===== src/design/sitda_pkg.sv =====
// Shared types and constants for the signed integer to decimal ASCII converter.
`default_nettype none
package sitda_pkg;

    localparam int VALUE_W        = 32;
    localparam int CHAR_W         = 8;
    localparam int DIGIT_W        = 4;
    localparam int MAX_DIGITS_DEF = 10;
    localparam int QDEPTH         = 2;

    localparam logic [CHAR_W-1:0] ASCII_ZERO  = 8'h30;
    localparam logic [CHAR_W-1:0] ASCII_MINUS = 8'h2D;

    // Reciprocal of ten, exact for every 32-bit dividend with a shift of 35.
    localparam logic [VALUE_W-1:0] RECIP10 = 32'hCCCC_CCCD;
    localparam int RECIP_SHIFT = 35;

    typedef struct packed {
        logic               neg;
        logic [VALUE_W-1:0] mag;
    } job_t;

endpackage
`default_nettype wire


===== src/design/sitda_front.sv =====
// Input side: takes integers, splits off sign and forms the unsigned magnitude.
`default_nettype none
module sitda_front (
    input  wire logic                          aclk,
    input  wire logic                          aresetn,
    input  wire logic                          s_tvalid,
    output logic                               s_tready,
    input  wire logic [sitda_pkg::VALUE_W-1:0] s_tdata,
    output logic                               q_wr,
    output sitda_pkg::job_t                    q_wdata,
    input  wire logic                          q_full
);

    logic seen_reset_reg;

    // Hold off transfers once reset has been sampled, until a clock edge sees it released.
    always_ff @(posedge aclk) begin
        if (!aresetn) begin
            seen_reset_reg <= 1'b0;
        end else begin
            seen_reset_reg <= 1'b1;
        end
    end

    assign s_tready = seen_reset_reg && !q_full;
    assign q_wr     = s_tvalid && s_tready;

    always_comb begin
        q_wdata.neg = s_tdata[sitda_pkg::VALUE_W-1];
        // two's complement negate; the most negative value maps to 2^31 unsigned
        q_wdata.mag = q_wdata.neg ? (~s_tdata + 1'b1) : s_tdata;
    end

endmodule
`default_nettype wire


===== config.mk =====
export PLATFORM = sky130hd
export DESIGN_NAME = sitda_front
export DESIGN_NICKNAME = d
export VERILOG_FILES = /design/src/design/sitda_pkg.sv /design/src/design/sitda_front.sv
export SDC_FILE = /design/constraint.sdc
export NUM_CORES = 1
export LEC_CHECK = 0
export ABC_AREA = 1
export BUFFER_PORTS_ARGS = -buffer_cell sky130_fd_sc_hd__buf_4
export CORE_MARGIN = 2
export CORE_UTILIZATION = 43
export CTS_CLUSTER_SIZE = 25
export DETAILED_ROUTE_END_ITERATION = 8
export PLACE_DENSITY = 0.81
export SYNTH_ARGS = -nofsm -noshare
export SYNTH_HDL_FRONTEND = slang
export SYNTH_SLANG_ARGS = --single-unit
export TNS_END_PERCENT = 20

===== constraint.sdc =====
create_clock -name aclk -period 1.1 [get_ports aclk]
set_input_delay 0.11 -clock aclk [delete_from_list [all_inputs] [get_ports aclk]]
set_output_delay 0.11 -clock aclk [all_outputs]
set_load 0.01 [all_outputs]

==> results.yml <==
worst_setup_path:
  arrival_ns: 1.31
  path_max_fanout: 3
  critical_path_class: "input pin to primary output"
  cp-end-kind: "primary output"
  crit_required_ns: 0.99
  cp-start-kind: "input pin"
cells_and_area:
  area.growth.synth_to_final_pct: 95.5
  fillers: 130
  regArea_um2: 20.0
  largest_reg_flops: 1
  multi_input_area_um2: 1140
  drive_above_1_share: 0.486
  antennaDiodeCount: 0
  nNetsFinal: 360
sta:
  tns_ns: -3.66
  period_minus_slack_ns: 1.42
  rsz0062_at_grt: "true"
  period_share: 1.29
  tightest_slew_ns: 0.294
  report.final.hold_viol_count: 0
  fin_ws_ns: -0.323
  slew_viol_final: 0
  setup_viol: 26
  fmax_ghz: 0.703
  relSlewSlack: 0.802
status:
  status: "finished with violations"
  violations: "negative setup slack"
logic_synthesis:
  ys_ff_latch: 1
  syn_avg_cell_area_um2: 4.91
  synth_area_leaders: "nand2_1 (29%), nor2_1 (15%), xnor2_1 (7.2%), inv_1 (6.9%), nand3_1 (6.9%)"
  yosysMostFrequentCell: "nand2_1"
  syn-num-nets: 259
  yosys-top-cells-count: "nand2_1 (85), nor2_1 (45), inv_1 (20), nand3_1 (15), xnor2_1 (9)"
  netlist_area_um2: 1090
  synth_top_area_share: 0.293
  synthFlopType: "dfxtp_1"
  ys_seq_area_frac: 0.0184
  synthDistinctLibCells: 22
  yosys.area.top_type: "nand2_1"
  syn_inst: 222
  synth_async_sr_flop_share: 0
  synth_edf_count: 0
  yosys_warnings: 0
global_routing:
  track_usage: 0.321
  antenna_found_initial: 0
  grt_overflow_total: 0
  grt_max_degree: 11
  grt_pass1_wl_um: 7070
  first_global_vias: 1656
floorplanning:
  pin_count: 71
  die_w_um: 54.3
  start_util: 0.448
  die_y_um: 54.3
  row_count: 18
  coreArea_um2: 2430
  dieArea_um2: 2950
power:
  swShare: 0.481
  p_leak_nw: 1.07
  p_clk_frac: 0
  ir_drop_uv: 493
  comb_power_share: 0.958
  switchingPower_mw: 0.452
  report.power.total_mw: 0.940
  seq_power_share: 0.042
  powerDensity_nw_per_um2: 441
  p_int_mw: 0.488
flow_run:
  drv_cap: 0
placed_design:
  place_congestion: 0.893
  portBuffers: 70
  dpl.hpwl_um: 3160
  post-place-ws_ns: -0.259
routing:
  highest_layer: "met4"
  via_per_inst: 5.53
  ant_nets: 0
  vias: 1942
  wl_met1_um: 1940
  routedWlPerCell_um: 15.1
  met2RoutedLength_um: 2560
  first_iter_violations: 54
  drt_wl_total_um: 5290
  dr_wl_met3_um: 460
  firstDrtPassIters: 5
  post-route-drc-count: 0
clocking:
  clkTransAtPathRegs_ns: 0
hold_path:
  hold_path.class: "input pin to flop"
[cell usage in the layout, fill, tap and decap left out]
cell type and count:
buf_4 92, nand2_1 78, nor2_1 25, nor2_4 22, inv_1 18, nand3_1 15
nand2_2 10, nor2_2 10, xnor2_1 9, buf_6 8, xor2_1 6, o21ai_0 4
buf_8 4, nand2_4 3, nand4_1 3, inv_6 2, o21ai_4 2, o21ai_1 2
nand3b_1 2, inv_2 1, a21oi_1 1, nor3b_1 1, nor3_2 1, ha_4 1
dfxtp_1 1
[cell families after synthesis]
kind of cell,synth area share
adders and majority gates,0.0115
and+or+nand+nor,0.690
xor gates and xnor gates,0.121
DFF,0.0184
AOI/OAI and AO/OA,0.0482
buffers and inverters,0.111
[power by group through the flow]
| stage | logic, mW | registers, mW | clock network [mW] |
|---|---|---|---|
| after floorplan | 0.337 | 0.0393 | 0 |
| after global routing | 0.964 | 0.0397 | 0 |
| after CTS | 0.830 | 0.0395 | 0 |
| final | 0.900 | 0.0395 | 0 |
| after detailed placement | 0.752 | 0.0395 | 0 |
| after global placement | 0.742 | 0.0394 | 0 |
[what timing repair did]
| action | 4_1_cts | 5_1_grt |
|---|---|---|
| hold buffers | 0 | 0 |
| pin swaps | 20 | 10 |
| buffers inserted | 2 | 1 |
| setup endpoints to repair | 27 | 27 |
| endpoints found under the hold margin | 0 | 0 |
| resized for setup | 51 | 24 |
[per-stage QoR]
stage | instance area [µm²] | util | cells | hold WS, ns
4_1_cts | 2040 | 0.838 | 350 | 0.216
3_5_place_dp | 1840 | 0.758 | 348 | 0.216
5_1_grt | 2130 | 0.876 | 351 | 0.219
6_report | 2130 | 0.876 | 351 | 0.217
3_3_place_gp | 1840 | 0.758 | 348 | 0.215
2_1_floorplan | 1090 | - | 222 | 0.138
[final cells by class]
class,instances,share of cell area
tap,30,0.0176
inverter,21,0.0417
sequential,1,0.00940
multi-input combinational,195,0.537
timing repair buffer,104,0.395
[metal layers]
| layer | global-route usage | vias to the layer above |
|---|---|---|
| met2 | 0.570 | 149 |
| met4 | 0.150 | 0 |
| li1 | - | 882 |
| met3 | 0.0301 | 46 |
| met5 | 0 | - |
| met1 | 0.383 | 865 |
[critical path, stage by stage]
cell	delay [ns]
buf_4	0.13
nor2_1	0.14
nand2_1	0.12
nor2_1	0.18
nand2_1	0.15
nand2_1	0.16
nand2_1	0.08
nand2_1	0.06
nand2_1	0.05
buf_4	0.14
[final timing paths]
check                  startpoint  depth (start not counted)             end  slack [ns]
worst max-delay path  s_tdata[14]                         10     q_wdata[27]       -0.32
worst min-delay path      aresetn                          1  seen_reset_reg        0.22
No activity file was read; power rests on OpenSTA's default activity.
