===== config.mk =====
export PLATFORM = sky130hd
export DESIGN_NAME = sitda_queue
export DESIGN_NICKNAME = d
export VERILOG_FILES = /design/src/design/sitda_pkg.sv /design/src/design/sitda_queue.sv
export SDC_FILE = /design/constraint.sdc
export NUM_CORES = 1
export LEC_CHECK = 0
export BUFFER_PORTS_ARGS = -buffer_cell sky130_fd_sc_hd__buf_4
export CAP_MARGIN = 25
export CORE_UTILIZATION = 45
export DETAILED_ROUTE_END_ITERATION = 12
export PLACE_DENSITY = 0.78
export SYNTH_ARGS = -nofsm -noshare
export SYNTH_HDL_FRONTEND = slang
export SYNTH_SLANG_ARGS = --single-unit

===== constraint.sdc =====
create_clock -name aclk -period 2.25 [get_ports aclk]
set_input_delay 0.45 -clock aclk [delete_from_list [all_inputs] [get_ports aclk]]
set_output_delay 0.45 -clock aclk [all_outputs]
set_load 0.1 [all_outputs]

===== src/design/sitda_pkg.sv =====
// Shared types and constants for the signed integer to decimal ASCII converter.
`default_nettype none
package sitda_pkg;

    localparam int VALUE_W        = 32;
    localparam int CHAR_W         = 8;
    localparam int DIGIT_W        = 4;
    localparam int MAX_DIGITS_DEF = 10;
    localparam int QDEPTH         = 2;

    localparam logic [CHAR_W-1:0] ASCII_ZERO  = 8'h30;
    localparam logic [CHAR_W-1:0] ASCII_MINUS = 8'h2D;

    // Reciprocal of ten, exact for every 32-bit dividend with a shift of 35.
    localparam logic [VALUE_W-1:0] RECIP10 = 32'hCCCC_CCCD;
    localparam int RECIP_SHIFT = 35;

    typedef struct packed {
        logic               neg;
        logic [VALUE_W-1:0] mag;
    } job_t;

endpackage
`default_nettype wire


===== src/design/sitda_queue.sv =====
// Short job queue between the input side and the converter.
`default_nettype none
module sitda_queue (
    input  wire logic            aclk,
    input  wire logic            aresetn,
    input  wire logic            wr,
    input  wire sitda_pkg::job_t wdata,
    output logic                 full,
    output logic                 rd_valid,
    input  wire logic            rd,
    output sitda_pkg::job_t      rdata
);

    localparam int PW = (sitda_pkg::QDEPTH > 1) ? $clog2(sitda_pkg::QDEPTH) : 1;
    localparam int CW = $clog2(sitda_pkg::QDEPTH + 1);

    sitda_pkg::job_t mem [sitda_pkg::QDEPTH];
    logic [PW-1:0]   wptr_reg;
    logic [PW-1:0]   rptr_reg;
    logic [CW-1:0]   cnt_reg;
    logic            do_wr;
    logic            do_rd;

    assign full     = (cnt_reg == CW'(sitda_pkg::QDEPTH));
    assign rd_valid = (cnt_reg != '0);
    assign do_wr    = wr && !full;
    assign do_rd    = rd && rd_valid;
    assign rdata    = mem[rptr_reg];

    always_ff @(posedge aclk) begin
        if (do_wr) begin
            mem[wptr_reg] <= wdata;
        end
    end

    always_ff @(posedge aclk) begin
        if (!aresetn) begin
            wptr_reg <= '0;
            rptr_reg <= '0;
            cnt_reg  <= '0;
        end else begin
            if (do_wr) begin
                wptr_reg <= (wptr_reg == PW'(sitda_pkg::QDEPTH - 1)) ? '0 : wptr_reg + 1'b1;
            end
            if (do_rd) begin
                rptr_reg <= (rptr_reg == PW'(sitda_pkg::QDEPTH - 1)) ? '0 : rptr_reg + 1'b1;
            end
            if (do_wr && !do_rd) begin
                cnt_reg <= cnt_reg + 1'b1;
            end else if (do_rd && !do_wr) begin
                cnt_reg <= cnt_reg - 1'b1;
            end
        end
    end

endmodule
`default_nettype wire


==> results.ini <==
[yosys]
syn-num-nets=166
ys_ff_latch=71
ys_types=21
async_flop_share=0
syn_area_um2=2610
ys.flop_type=edfxtp_1
synth-edff-count=66
syn_inst=128
yosysWarningCount=0
synth_area_per_cell_um2=20.39
seq_area_frac_synth=0.7977

[critical_path]
worstSetupPathDepth=3
cpMostUsedCell=buf_4
cp_max_fo=22
setup.reg_to_reg.worst_slack_ns=0.67
crit_end=rdata[4]
setup.worst_path.end_class=primary output
startpoint_type=flip-flop
path_cells=buf_4 > mux2_2 > buf_4
crit_type=reg -> out
worst_path_max_delay_cell=mux2_2
cp_num_buf_inv=2
worstPathArrival_ns=1.57
crit_family=buffers and inverters
ff2ff_path_depth=6
crit_required_ns=1.80
r2r_start=cnt_reg[0]
critPathMaxStageDelay_ns=0.38
rr_endpoint=cnt_reg[1]

[timing]
period_share=0.8966
fin_skew_ns=0.006910
tightest_slew_ns=0.4637
fin_ws_ns=0.2326
slew_headroom=0.6908
hold_viol_final=0
tns_ns=0
drv_slew=0
fmax_mhz=495.7
finalCriticalPeriod_ns=2.017
rsz0062_at_grt=no
setup_violations=0

[finish]
n_fill_cell=431
syn2layout_area_growth_pct=31.30
drive_gt1_frac=0.5694
antenna_cells=0
finalInstanceArea_um2=3427
nets=249
largest_reg_flops=66
seq_area_um2=2082
multi_input_area_um2=506.7

[clock_network]
holdBufCountCts=0
cts_max_level=3
clock_path_buffers=2
cts_resized=0
cts.clk_slew.worst_paths_ns=0.07
clockRootBuffer=clkbuf_8
post_cts_buffers=0
cts.sinks=71
cts_tree=built
numCtsBuffers=9
clk_latency_ns=0.32

[worst_hold_path]
whs_path_depth=1
hold_path.class=in -> reg

[global_route]
grt_pass1_wl_um=6699
grt_max_degree=34
antenna_found_initial=0
grt.total_usage=0.1508
grt_pass1_vias=1376
overflow=0

[floorplanning]
boundaryPins=72
initial_core_util=0.4711
fp-row-count=27
dieArea_um2=6108
core-area_um2=5540
dieWidth_um=78.16
die_height_um=78.16

[place]
place_congestion=0.6674
dp_hpwl_um=2812
dpl-instance-area_um2=3257
dp_slack_ns=0.5640
io_buffers=71

[routing]
via_count=1377
drt_iter0_drc=74
drc_errors=0
post_drt_wl_per_cell_um=14.75
ant_nets=0
dr.pass1.iters=4
wirelength_um=4249
viasPerCell=4.781

[job]
cap_viol_max_count=0

[run_status]
status=complete, no violations

stage by stage:
stage | std cells | utilization | hold WS [ns]
4_1_cts | 288 | 0.6186 | 0.2868
3_3_place_gp | 272 | 0.5879 | 0.5015
5_1_grt | 288 | 0.6186 | 0.2804
6_report | 288 | 0.6186 | 0.3064
2_1_floorplan | 128 | - | 0.4785
3_5_place_dp | 272 | 0.5879 | 0.5315
worst reg2reg max path, stage by stage, from the launching register on:
cell	delay, ns
dfxtp_1	0.35
nand2b_1	0.19
inv_2	0.10
nor2_1	0.05
ha_1	0.33
or3_1	0.35
a21boi_1	0.15
how the worst min path moves through the flow:
stage                     from    endpoint  slack, ns
finish                wdata[3]   mem[0][3]       0.31
global route         wdata[20]  mem[0][20]       0.28
CTS                   wdata[3]   mem[0][3]       0.29
detailed placement  cnt_reg[1]  cnt_reg[1]       0.53
global placement    cnt_reg[1]  cnt_reg[1]       0.50
floorplan           cnt_reg[1]  cnt_reg[1]       0.48
Yosys cell counts (2+ instances only):
master,n,area share
edfxtp_1,66,0.76
mux2_2,33,0.14
xnor2_1,2,0.0067
buf_2,4,0.0077
dfxtp_1,5,0.038
and2_1,3,0.0072
layout make-up:
| type | instances | area share |
|---|---|---|
| clock inverter | 2 | 0.002191 |
| inverter | 2 | 0.002191 |
| clock buffer | 14 | 0.04746 |
| multi-input combinational | 51 | 0.1479 |
| tap | 72 | 0.02629 |
| sequential | 71 | 0.6075 |
| timing repair buffer | 76 | 0.1665 |
placed cells by master (no fill, tap or decap), drive strengths merged:
cell type,count
nor2,1
edfxtp,66
and2,3
dfxtp,5
xnor2,2
nor3,1
o21ai,2
clkbuf,14
nand2b,1
mux2,33
clkinv,2
or3,1
inv,2
and3,1
o21a,1
xor2,1
a21boi,2
or2,1
buf,76
ha,1
cell families (layout without fill, tap and decap cells):
group	Yosys count	after routing	synth area share
buffers and inverters	6	94	0.01054
AOI/OAI and AO/OA	5	5	0.01246
xor gates and xnor gates	3	3	0.01007
adders and majority gates	1	1	0.004793
muxes	33	33	0.1424
DFF	71	71	0.7977
and+or+nand+nor	9	9	0.02206
routing by layer:
metal | up-vias | track usage | routed length [µm] | share of wire
met5 | - | 0 | 0 | 0
met4 | 0 | 0.1056 | 116 | 0.027
met2 | 39 | 0.2474 | 2235 | 0.53
li1 | 660 | - | - | -
met1 | 668 | 0.1781 | 1724 | 0.41
met3 | 10 | 0.03023 | 172 | 0.040
Power is not shown: default switching activity piles up to over one toggle a cycle in this logic, so the estimate is an artifact.
